### src/hw/rtl/lfu_pkg.sv
package lfu_pkg;

    // A page number is one byte, so the page space is the full 256 pages and
    // the reduction of a page number into that space is the identity.
    localparam int LFU_PAGE_W     = 8;
    localparam int LFU_PAGE_SPACE = 256;

    // Frame count register.
    localparam int              LFU_CFG_W           = 4;
    localparam logic [LFU_CFG_W-1:0] LFU_FRAME_COUNT_RST = 4'd3;

    // Running fault total.
    localparam int LFU_FAULT_W = 32;

    // Command broadcast from the sequencer to every frame cell.
    typedef struct packed {
        logic                  upd;   // count update for the referenced page
        logic                  scan;  // advance the minimum search one cell
        logic [LFU_PAGE_W-1:0] page;  // page of the request in flight
    } t_cell_cmd;

endpackage

### src/hw/rtl/lfu_count_mem.sv
module lfu_count_mem
    import lfu_pkg::*;
#(
    parameter int COUNT_BITS = 16
) (
    input  logic                  i_clk,
    input  logic                  i_rst_n,
    input  logic                  i_re,
    input  logic [LFU_PAGE_W-1:0] i_raddr,
    output logic [COUNT_BITS-1:0] o_rdata,
    input  logic                  i_we,
    input  logic [LFU_PAGE_W-1:0] i_waddr,
    input  logic [COUNT_BITS-1:0] i_wdata
);

    // Use counts, one entry per page. An entry never written since reset
    // reads as zero through its valid bit.
    logic [COUNT_BITS-1:0]     r_mem [LFU_PAGE_SPACE];
    logic [LFU_PAGE_SPACE-1:0] r_vld;
    logic [COUNT_BITS-1:0]     r_q;
    logic                      r_q_vld;

    always_ff @(posedge i_clk) begin
        if (i_we) begin
            r_mem[i_waddr] <= i_wdata;
        end
        if (i_re) begin
            r_q <= r_mem[i_raddr];
        end
    end

    always_ff @(posedge i_clk) begin
        if (!i_rst_n) begin
            r_vld   <= '0;
            r_q_vld <= 1'b0;
        end else begin
            if (i_we) begin
                r_vld[i_waddr] <= 1'b1;
            end
            if (i_re) begin
                r_q_vld <= r_vld[i_raddr];
            end
        end
    end

    assign o_rdata = r_q_vld ? r_q : '0;

endmodule

### src/hw/rtl/lfu_frame_cell.sv
module lfu_frame_cell
    import lfu_pkg::*;
#(
    parameter int COUNT_BITS = 16,
    parameter int FIW        = 3,
    parameter int IDX        = 0
) (
    input  logic                  i_clk,
    input  logic                  i_rst_n,
    input  t_cell_cmd             i_cmd,
    input  logic                  i_load,
    input  logic [COUNT_BITS-1:0] i_cnt,
    output logic                  o_match,
    input  logic                  i_tok_found,
    input  logic [COUNT_BITS-1:0] i_tok_cnt,
    input  logic [LFU_PAGE_W-1:0] i_tok_page,
    input  logic [FIW-1:0]        i_tok_idx,
    output logic                  o_tok_found,
    output logic [COUNT_BITS-1:0] o_tok_cnt,
    output logic [LFU_PAGE_W-1:0] o_tok_page,
    output logic [FIW-1:0]        o_tok_idx
);

    logic                  r_occ;
    logic [LFU_PAGE_W-1:0] r_page;
    logic [COUNT_BITS-1:0] r_cnt;
    logic                  r_tok_found;
    logic [COUNT_BITS-1:0] r_tok_cnt;
    logic [LFU_PAGE_W-1:0] r_tok_page;
    logic [FIW-1:0]        r_tok_idx;
    logic                  w_take;

    assign o_match = r_occ && (r_page == i_cmd.page);

    // Strictly lower count wins, so an earlier frame keeps a tie.
    assign w_take = r_occ && (!i_tok_found || (r_cnt < i_tok_cnt));

    always_ff @(posedge i_clk) begin
        if (!i_rst_n) begin
            r_occ       <= 1'b0;
            r_tok_found <= 1'b0;
        end else begin
            if (i_load) begin
                r_occ <= 1'b1;
            end
            if (i_cmd.scan) begin
                r_tok_found <= w_take || i_tok_found;
            end
        end
    end

    always_ff @(posedge i_clk) begin
        if (i_load) begin
            r_page <= i_cmd.page;
            r_cnt  <= i_cnt;
        end else if (i_cmd.upd && o_match) begin
            r_cnt <= i_cnt;
        end
        if (i_cmd.scan) begin
            if (w_take) begin
                r_tok_cnt  <= r_cnt;
                r_tok_page <= r_page;
                r_tok_idx  <= FIW'(IDX);
            end else begin
                r_tok_cnt  <= i_tok_cnt;
                r_tok_page <= i_tok_page;
                r_tok_idx  <= i_tok_idx;
            end
        end
    end

    assign o_tok_found = r_tok_found;
    assign o_tok_cnt   = r_tok_cnt;
    assign o_tok_page  = r_tok_page;
    assign o_tok_idx   = r_tok_idx;

endmodule

### src/hw/rtl/lfu_page_replacement_top.sv
// LFU page replacement engine. Each request carries one page number. The
// block raises that page's use count (saturating at 2^COUNT_BITS - 1), looks
// the page up in the resident frames, and on a miss counts a fault and
// either fills the next empty frame or replaces the resident page with the
// lowest use count, the lowest frame index winning ties. Use counts are kept
// per page for the whole page space and survive eviction; they read as zero
// after reset, which is synchronous, and the block is ready once reset is
// released. A request is taken on a rising edge with i_start high and o_busy
// low. Its result appears on the o_ ports for exactly one cycle, marked by
// o_valid; the receiver cannot stall it, so it must take the result in that
// cycle. A hit or a fill into an empty frame runs one minimum search, and
// o_valid rises in the same cycle that o_busy falls; an eviction needs a
// second minimum search. The lowest-count search travels one cell per cycle
// down the row of frame cells. The frame limit register may be written only
// while o_busy is low; zero acts as one frame, and values above MAX_FRAMES
// act as MAX_FRAMES.
module lfu_page_replacement_top
    import lfu_pkg::*;
#(
    parameter int MAX_FRAMES = 8,
    parameter int COUNT_BITS = 16
) (
    input  logic                   i_clk,
    input  logic                   i_rst_n,
    input  logic                   i_start,
    output logic                   o_busy,
    input  logic [LFU_PAGE_W-1:0]  i_page,
    input  logic                   i_cfg_we,
    input  logic [LFU_CFG_W-1:0]   i_cfg_data,
    output logic                   o_valid,
    output logic                   o_hit,
    output logic                   o_evicted_valid,
    output logic [LFU_PAGE_W-1:0]  o_evicted_page,
    output logic [LFU_PAGE_W-1:0]  o_next_victim,
    output logic [LFU_FAULT_W-1:0] o_fault_total
);

    // Width of a frame index, and of the occupancy count that can also hold
    // MAX_FRAMES itself.
    localparam int FIW = (MAX_FRAMES > 1) ? $clog2(MAX_FRAMES) : 1;
    localparam int FUW = $clog2(MAX_FRAMES + 1);

    typedef enum logic [3:0] {
        S_IDLE = 4'b0001,
        S_READ = 4'b0010,
        S_SCAN = 4'b0100,
        S_PICK = 4'b1000
    } t_state;

    t_state                 r_state;
    logic [LFU_CFG_W-1:0]   r_frame_count;
    logic [LFU_PAGE_W-1:0]  r_page;
    logic [COUNT_BITS-1:0]  r_cnt;
    logic                   r_hit;
    logic                   r_evict;
    logic                   r_ev_valid;
    logic [LFU_PAGE_W-1:0]  r_ev_page;
    logic [FIW-1:0]         r_step;
    logic [FUW-1:0]         r_frames_used;
    logic [LFU_FAULT_W-1:0] r_fault;

    logic                   r_o_valid;
    logic                   r_o_hit;
    logic                   r_o_ev_valid;
    logic [LFU_PAGE_W-1:0]  r_o_ev_page;
    logic [LFU_PAGE_W-1:0]  r_o_victim;
    logic [LFU_FAULT_W-1:0] r_o_fault;

    logic                   w_accept;
    logic                   w_in_read;
    logic                   w_in_pick;
    logic [COUNT_BITS-1:0]  w_rdata;
    logic [COUNT_BITS-1:0]  w_new_cnt;
    logic [COUNT_BITS-1:0]  w_load_cnt;
    logic [FUW-1:0]         w_limit;
    logic                   w_hit;
    logic                   w_fill;
    logic                   w_scan_last;
    t_cell_cmd              w_cmd;

    logic [MAX_FRAMES-1:0]  w_match;
    logic [MAX_FRAMES-1:0]  w_load;
    logic                   w_tok_found [MAX_FRAMES];
    logic [COUNT_BITS-1:0]  w_tok_cnt   [MAX_FRAMES];
    logic [LFU_PAGE_W-1:0]  w_tok_page  [MAX_FRAMES];
    logic [FIW-1:0]         w_tok_idx   [MAX_FRAMES];

    assign w_accept  = i_start && (r_state == S_IDLE);
    assign w_in_read = (r_state == S_READ);
    assign w_in_pick = (r_state == S_PICK);

    // The count memory is read at the accepting edge and written back with
    // the incremented count in the following cycle.
    lfu_count_mem #(
        .COUNT_BITS (COUNT_BITS)
    ) u_count_mem (
        .i_clk   (i_clk),
        .i_rst_n (i_rst_n),
        .i_re    (w_accept),
        .i_raddr (i_page),
        .o_rdata (w_rdata),
        .i_we    (w_in_read),
        .i_waddr (r_page),
        .i_wdata (w_new_cnt)
    );

    assign w_new_cnt = (w_rdata == '1) ? w_rdata : w_rdata + 1'b1;

    // Effective number of frames: zero behaves as one, and the register is
    // clipped to the number of frame cells that exist.
    always_comb begin
        if (r_frame_count == '0) begin
            w_limit = FUW'(1);
        end else if (int'(r_frame_count) > MAX_FRAMES) begin
            w_limit = FUW'(MAX_FRAMES);
        end else begin
            w_limit = FUW'(r_frame_count);
        end
    end

    // Every occupied cell compares its page in parallel; the cells still
    // hold their old contents during the read cycle.
    assign w_hit  = |w_match;
    assign w_fill = w_in_read && !w_hit && (r_frames_used < w_limit);

    assign w_cmd.upd  = w_in_read;
    assign w_cmd.scan = (r_state == S_SCAN);
    assign w_cmd.page = r_page;

    assign w_load_cnt  = w_in_read ? w_new_cnt : r_cnt;
    assign w_scan_last = (r_step == FIW'(MAX_FRAMES - 1));

    // Row of frame cells. The lowest-count token enters at cell 0 and moves
    // one cell per scan cycle, so the last cell holds the answer once the scan
    // has passed every cell.
    for (genvar gi = 0; gi < MAX_FRAMES; gi++) begin : g_cell
        logic                  w_in_found;
        logic [COUNT_BITS-1:0] w_in_cnt;
        logic [LFU_PAGE_W-1:0] w_in_page;
        logic [FIW-1:0]        w_in_idx;

        if (gi == 0) begin : g_head
            assign w_in_found = 1'b0;
            assign w_in_cnt   = '0;
            assign w_in_page  = '0;
            assign w_in_idx   = '0;
        end else begin : g_link
            assign w_in_found = w_tok_found[gi-1];
            assign w_in_cnt   = w_tok_cnt[gi-1];
            assign w_in_page  = w_tok_page[gi-1];
            assign w_in_idx   = w_tok_idx[gi-1];
        end

        // A cell is loaded either as the next empty frame on a fill, or as
        // the chosen victim frame on an eviction.
        assign w_load[gi] = (w_fill && (r_frames_used == FUW'(gi)))
                         || (w_in_pick && r_evict
                             && (w_tok_idx[MAX_FRAMES-1] == FIW'(gi)));

        lfu_frame_cell #(
            .COUNT_BITS (COUNT_BITS),
            .FIW        (FIW),
            .IDX        (gi)
        ) u_cell (
            .i_clk       (i_clk),
            .i_rst_n     (i_rst_n),
            .i_cmd       (w_cmd),
            .i_load      (w_load[gi]),
            .i_cnt       (w_load_cnt),
            .o_match     (w_match[gi]),
            .i_tok_found (w_in_found),
            .i_tok_cnt   (w_in_cnt),
            .i_tok_page  (w_in_page),
            .i_tok_idx   (w_in_idx),
            .o_tok_found (w_tok_found[gi]),
            .o_tok_cnt   (w_tok_cnt[gi]),
            .o_tok_page  (w_tok_page[gi]),
            .o_tok_idx   (w_tok_idx[gi])
        );
    end

    // Sequencer. READ updates the count and decides hit, fill or eviction;
    // SCAN runs the minimum search; PICK either performs the eviction and
    // searches again for the next victim, or delivers the result.
    always_ff @(posedge i_clk) begin
        if (!i_rst_n) begin
            r_state       <= S_IDLE;
            r_frame_count <= LFU_FRAME_COUNT_RST;
            r_frames_used <= '0;
            r_fault       <= '0;
            r_evict       <= 1'b0;
            r_step        <= '0;
            r_o_valid     <= 1'b0;
        end else begin
            r_o_valid <= 1'b0;
            if (i_cfg_we) begin
                r_frame_count <= i_cfg_data;
            end
            unique case (r_state)
                S_IDLE: begin
                    if (w_accept) begin
                        r_state <= S_READ;
                    end
                end
                S_READ: begin
                    if (!w_hit) begin
                        if (r_fault != '1) begin
                            r_fault <= r_fault + 1'b1;
                        end
                        if (w_fill) begin
                            r_frames_used <= r_frames_used + 1'b1;
                        end else begin
                            r_evict <= 1'b1;
                        end
                    end
                    r_step  <= '0;
                    r_state <= S_SCAN;
                end
                S_SCAN: begin
                    r_step <= r_step + 1'b1;
                    if (w_scan_last) begin
                        r_state <= S_PICK;
                    end
                end
                S_PICK: begin
                    if (r_evict) begin
                        r_evict <= 1'b0;
                        r_step  <= '0;
                        r_state <= S_SCAN;
                    end else begin
                        r_o_valid <= 1'b1;
                        r_state   <= S_IDLE;
                    end
                end
                default: begin
                    r_state <= S_IDLE;
                end
            endcase
        end
    end

    // Request payload and result registers.
    always_ff @(posedge i_clk) begin
        if (w_accept) begin
            r_page     <= i_page;
            r_ev_valid <= 1'b0;
            r_ev_page  <= '0;
        end
        if (w_in_read) begin
            r_hit <= w_hit;
            r_cnt <= w_new_cnt;
        end
        if (w_in_pick && r_evict) begin
            r_ev_valid <= 1'b1;
            r_ev_page  <= w_tok_page[MAX_FRAMES-1];
        end
        if (w_in_pick && !r_evict) begin
            r_o_hit      <= r_hit;
            r_o_ev_valid <= r_ev_valid;
            r_o_ev_page  <= r_ev_page;
            r_o_victim   <= w_tok_found[MAX_FRAMES-1] ? w_tok_page[MAX_FRAMES-1] : '0;
            r_o_fault    <= r_fault;
        end
    end

    assign o_busy          = (r_state != S_IDLE);
    assign o_valid         = r_o_valid;
    assign o_hit           = r_o_hit;
    assign o_evicted_valid = r_o_ev_valid;
    assign o_evicted_page  = r_o_ev_page;
    assign o_next_victim   = r_o_victim;
    assign o_fault_total   = r_o_fault;

    // A result is delivered only once the sequencer is back to idle.
    a_result_when_idle: assert property (@(posedge i_clk) disable iff (!i_rst_n)
        o_valid |-> !o_busy)
        else $error("result strobed while a request is still in flight");

    // A reference is never both a hit and an eviction.
    a_hit_no_evict: assert property (@(posedge i_clk) disable iff (!i_rst_n)
        o_valid |-> !(o_hit && o_evicted_valid))
        else $error("hit reported together with an eviction");

    // Occupancy never exceeds the number of frame cells.
    a_frames_bound: assert property (@(posedge i_clk) disable iff (!i_rst_n)
        int'(r_frames_used) <= MAX_FRAMES)
        else $error("frame occupancy beyond the cell row");

    // An eviction is only ever scheduled when no empty frame may be filled.
    a_evict_when_full: assert property (@(posedge i_clk) disable iff (!i_rst_n)
        (w_in_read && !w_hit && !w_fill) |-> (r_frames_used >= w_limit))
        else $error("eviction chosen while a frame is still free");

    // The fault total never decreases outside reset.
    a_fault_monotonic: assert property (@(posedge i_clk) disable iff (!i_rst_n)
        $past(i_rst_n) |-> (r_fault >= $past(r_fault)))
        else $error("fault total decreased");

endmodule

### config.mk
export PLATFORM = sky130hd
export DESIGN_NAME = lfu_page_replacement_top
export DESIGN_NICKNAME = d
export VERILOG_FILES = /design/src/hw/rtl/lfu_pkg.sv /design/src/hw/rtl/lfu_count_mem.sv /design/src/hw/rtl/lfu_frame_cell.sv /design/src/hw/rtl/lfu_page_replacement_top.sv
export SDC_FILE = /design/constraint.sdc
export NUM_CORES = 2
export LEC_CHECK = 0
export BUFFER_PORTS_ARGS = -buffer_cell sky130_fd_sc_hd__buf_4
export CORE_MARGIN = 2
export CORE_UTILIZATION = 46
export DETAILED_ROUTE_END_ITERATION = 8
export PLACE_DENSITY = 0.64
export SYNTH_ARGS = -nofsm -noshare
export SYNTH_HDL_FRONTEND = slang
export SYNTH_SLANG_ARGS = --single-unit
export TNS_END_PERCENT = 50
### constraint.sdc
create_clock -name i_clk -period 17.4 [get_ports i_clk]
set_input_delay 0.87 -clock i_clk [delete_from_list [all_inputs] [get_ports i_clk]]
set_output_delay 0.87 -clock i_clk [all_outputs]
set_load 0.02 [all_outputs]
==> impl_metrics.py <==
metrics = {
    "status": {
        "status": "complete, but fails checks",
        "failing_checks": "max-slew violations",
    },
    "route": {
        "route.detailed.drc": 0,
        "post_route_wl_um": 470000,
        "routed_via_density": 6.12,
        "num_vias": 91800,
        "drt.antenna.violating_nets": 0,
        "drtIter0Drc": 11500,
        "firstDrtPassIters": 6,
        "routedWlPerCell_um": 31.4,
    },
    "grt": {
        "first_global_vias": 92300,
        "grt_first_pass_wirelength_um": 672000,
        "grt_overflow_total": 0,
        "grt_antenna_before_repair": 32,
        "grt.total_usage_pct": 22.4,
        "grt_max_degree": 209,
    },
    "yosys": {
        "syn_avg_cell_area_um2": 21.9,
        "post-synth-top-count-cell": "sky130_fd_sc_hd__edfxtp_1",
        "synth_async_sr_flop_share_pct": 0,
        "ys_ff_latch": 4903,
        "synth_fp_nets": 8777,
        "synth_top_cell_by_area": "sky130_fd_sc_hd__edfxtp_1",
        "yosys.area.top_type_share_pct": 72.4,
        "synth_edf_count": 4564,
        "mapped_cells": 8645,
        "synthesis.yosys.warnings": 0,
        "synth_common_cells": "sky130_fd_sc_hd__edfxtp_1 (4564), sky130_fd_sc_hd__mux4_2 (1345), sky130_fd_sc_hd__dfxtp_1 (339)",
        "post_synth_num_cell_types": 59,
        "post_synth_main_area_contributors": "sky130_fd_sc_hd__edfxtp_1 (72%), sky130_fd_sc_hd__mux4_2 (16%), sky130_fd_sc_hd__dfxtp_1 (3.6%)",
        "syn_area_um2": 189000,
        "yosysSeqAreaShare_pct": 76.0,
        "synth_top_flop_cell": "sky130_fd_sc_hd__edfxtp_1",
    },
    "timing": {
        "rsz0062_at_grt": "no",
        "period_share_pct": 38.1,
        "finalHoldViolCount": 0,
        "max_clock_freq_mhz": 151,
        "timing_max_transition_violations_final": 48,
        "finalClockSkew_ns": 0.0699,
        "setup_ws_ns": 10.77,
        "fin_tns_setup_ns": 0,
        "worstMarginPinSlew_ns": 1.55,
        "maxSlewHeadroom_pct": -3.66,
        "finalCriticalPeriod_ns": 6.63,
        "finalHoldWorstSlack_ns": 0.0914,
        "setup_viol_count_final": 0,
    },
    "critical_path": {
        "crit_slowest_cell": "sky130_fd_sc_hd__nor2_4",
        "path_class": "reg -> reg",
        "worstRegToRegCells": 15,
        "worstSetupStartpointType": "flip-flop",
        "end_kind": "flip-flop",
        "r2r_setup_slack_ns": 10.77,
        "critical_path.cell_chain": "buf_4, nand2_1, inv_1, ha_1, nand3_1, nor4_1, nand4_1, nor3b_1, and2_1, nand3_1, xor2_1, buf_4, nor2_4, buf_4, buf_4",
        "most_used_cell_along_the_critical_path": "sky130_fd_sc_hd__buf_4",
        "crit-reg2reg-capture": "u_count_mem.r_mem[204][10]",
        "critical_path_peak_fanout": 108,
        "required_ns": 18.06,
        "worst_path_largest_cell_delay_ns": 1.00,
        "launching_point_of_the_worst_reg2reg_path": "u_count_mem.r_q_vld",
        "arrival_ns": 7.29,
    },
    "power": {
        "peak_vdd_ir_mv": 0.0838,
        "power_leakage_nw": 69.4,
        "powerDensity_nw_per_um2": 113,
    },
    "finish": {
        "post-route-util_pct": 52.2,
        "final_area_um2": 214000,
        "finish.net_count": 9262,
        "drive_above_1_share_pct": 29.1,
        "flow.area_growth_from_synthesis_pct": 13.0,
    },
    "clock_tree": {
        "clk_transition_reported_paths_ns": 0.06,
        "cts_htree_levels": 5,
        "cts.sink_count": 4903,
        "clockBufferDepth": 4,
        "cts_tree": "done",
        "clkLatencyLatePin_ns": 1.01,
        "hold_buffers": 0,
        "post-cts-setup-buffers": 0,
        "cts_buffers": 475,
        "cts_resized": 0,
        "ctsRootBufferMaster": "sky130_fd_sc_hd__clkbuf_16",
    },
    "die": {
        "floorplan.rows": 235,
        "floorplan.initialDensity_pct": 46.2,
        "die_area_um2": 417000,
        "die_w_um": 645,
        "dieHeight_um": 645,
        "io_pins": 68,
        "core_area_um2": 410000,
    },
    "place": {
        "dp_worst_setup_slack_ns": 10.25,
        "io_buffer_count": 67,
        "postPlaceCellArea_um2": 198000,
        "detailedPlacementHpwl_um": 266000,
        "routabilityCongestion": 0.824,
    },
    "min_path": {
        "worst_hold_path.endpoint": "r_frame_count[0]",
        "hold_path_start": "i_cfg_data[0]",
        "worstHoldPathType": "in -> reg",
        "hold-path-cell-count": 3,
    },
    "run": {
        "maxCapViolations": 0,
    },
}
==> layer usage <==
metal | wire [µm] | vias up | global-route usage (%)
li1 | - | 37000 | -
met4 | 15100 | 6 | 7.01
met3 | 43700 | 771 | 4.05
met5 | 42 | - | 0
met2 | 225000 | 4546 | 35.7
met1 | 187000 | 49400 | 31.6
==> cells by family after synthesis <==
group	after synthesis	share of synthesized area [%]
compound gates	605	2.36
mux	1521	17.0
simple gates	805	2.03
flops	4903	76.0
fa+ha+maj	116	0.767
xor+xnor	92	0.426
buf+inv	603	1.38
==> power by group <==
group / switching (W) / internal (W) / leakage, nW
Combinational: 0.000663 / 0.000374 / 16.6
Clock: 0.00438 / 0.00577 / 7.54
Sequential: 0.0000159 / 0.0129 / 45.3
Total: 0.00505 / 0.0190 / 69.4
==> state kept, by name (all words and copies together), names as in the netlist, 8 cells and up <==
signal	cells
g_cell.u_cell.o_tok_found	8
u_count_mem.r_vld	256
g_cell.u_cell.o_tok_idx	17
u_count_mem.r_mem	4096
g_cell.u_cell.r_page	64
r_ev_page	8
r_page	8
u_count_mem.r_q	16
g_cell.u_cell.o_tok_page	64
g_cell.u_cell.r_cnt	128
r_cnt	16
g_cell.u_cell.o_tok_cnt	112
o_next_victim	8
r_fault	32
o_evicted_page	8
g_cell.u_cell.r_occ	8
o_fault_total	32
==> metrics by stage <==
step / std cells / total power, W
after CTS: 15000 / 0.0243
final: 15000 / 0.0241
after detailed placement: 14100 / 0.0142
after floorplan: 8645 / 0.0139
after global routing: 15000 / 0.0247
after global placement: 14100 / 0.0142
==> worst max-delay path: cells and delay by family (launching register included) <==
kind          cells  cell delay, ns
simple gates      8            2.79
buf+inv           5            2.43
fa+ha+maj         1            0.17
flops             1            0.52
xor+xnor          1            0.15
==> worst max-delay path by stage <==
stage | startpoint | end | slack, ns | depth (start not counted)
after floorplan | u_count_mem.r_q_vld | u_count_mem.r_mem[0][12] | 4.19 | 8
after global placement | i_page[0] | u_count_mem.r_q_vld | 10.20 | 12
after detailed placement | i_page[0] | u_count_mem.r_q_vld | 10.25 | 12
after CTS | u_count_mem.r_q_vld | u_count_mem.r_mem[126][10] | 10.86 | 15
after global routing | u_count_mem.r_q_vld | u_count_mem.r_mem[200][10] | 10.42 | 15
final | u_count_mem.r_q_vld | u_count_mem.r_mem[204][10] | 10.77 | 15
==> placed cells by master (no fill, tap or decap), types with 18 or more instances in the layout <==
| cell type | netlist | routed |
|---|---|---|
| sky130_fd_sc_hd__inv_1 | 130 | 127 |
| sky130_fd_sc_hd__nor3_1 | 33 | 30 |
| sky130_fd_sc_hd__a221oi_1 | 32 | 32 |
| sky130_fd_sc_hd__and3_1 | 18 | 18 |
| sky130_fd_sc_hd__dfxtp_1 | 339 | 339 |
| sky130_fd_sc_hd__mux2_2 | 154 | 153 |
| sky130_fd_sc_hd__buf_4 | 29 | 456 |
| sky130_fd_sc_hd__xor2_1 | 42 | 38 |
| sky130_fd_sc_hd__clkinv_2 | 0 | 84 |
| sky130_fd_sc_hd__a21oi_1 | 48 | 48 |
| sky130_fd_sc_hd__nand2b_1 | 43 | 43 |
| sky130_fd_sc_hd__clkbuf_16 | 0 | 487 |
| sky130_fd_sc_hd__nor2b_1 | 40 | 36 |
| sky130_fd_sc_hd__nand2_1 | 170 | 170 |
| sky130_fd_sc_hd__a22oi_1 | 106 | 106 |
| sky130_fd_sc_hd__ha_1 | 116 | 116 |
| sky130_fd_sc_hd__clkbuf_1 | 257 | 136 |
| sky130_fd_sc_hd__edfxtp_1 | 4564 | 4564 |
| sky130_fd_sc_hd__clkinv_1 | 4 | 72 |
| sky130_fd_sc_hd__nor2_2 | 0 | 52 |
| sky130_fd_sc_hd__nand3_1 | 59 | 53 |
| sky130_fd_sc_hd__nand4_1 | 28 | 28 |
| sky130_fd_sc_hd__nor2_1 | 293 | 226 |
| sky130_fd_sc_hd__clkbuf_8 | 0 | 42 |
| sky130_fd_sc_hd__o21a_1 | 263 | 263 |
| sky130_fd_sc_hd__mux4_2 | 1345 | 1345 |
| sky130_fd_sc_hd__and2_1 | 68 | 67 |
| sky130_fd_sc_hd__a22o_1 | 32 | 32 |
| sky130_fd_sc_hd__xnor2_1 | 50 | 45 |
| sky130_fd_sc_hd__mux2i_1 | 22 | 22 |
| sky130_fd_sc_hd__bufinv_16 | 0 | 30 |
| sky130_fd_sc_hd__a21o_1 | 31 | 31 |
| sky130_fd_sc_hd__o21ai_0 | 30 | 27 |
==> cell type report <==
cell class              count  area [µm²]
diodes                     12        30.0
clock buffers             667       13300
clock inverters           222        2150
fillers                 31000      196000
inverters                 134         510
multi-input cells        3139       43300
flip-flops and latches   4903      144000
well taps                5451        6820
repair buffers            477        3850
Power figures use the tool's default switching activity.
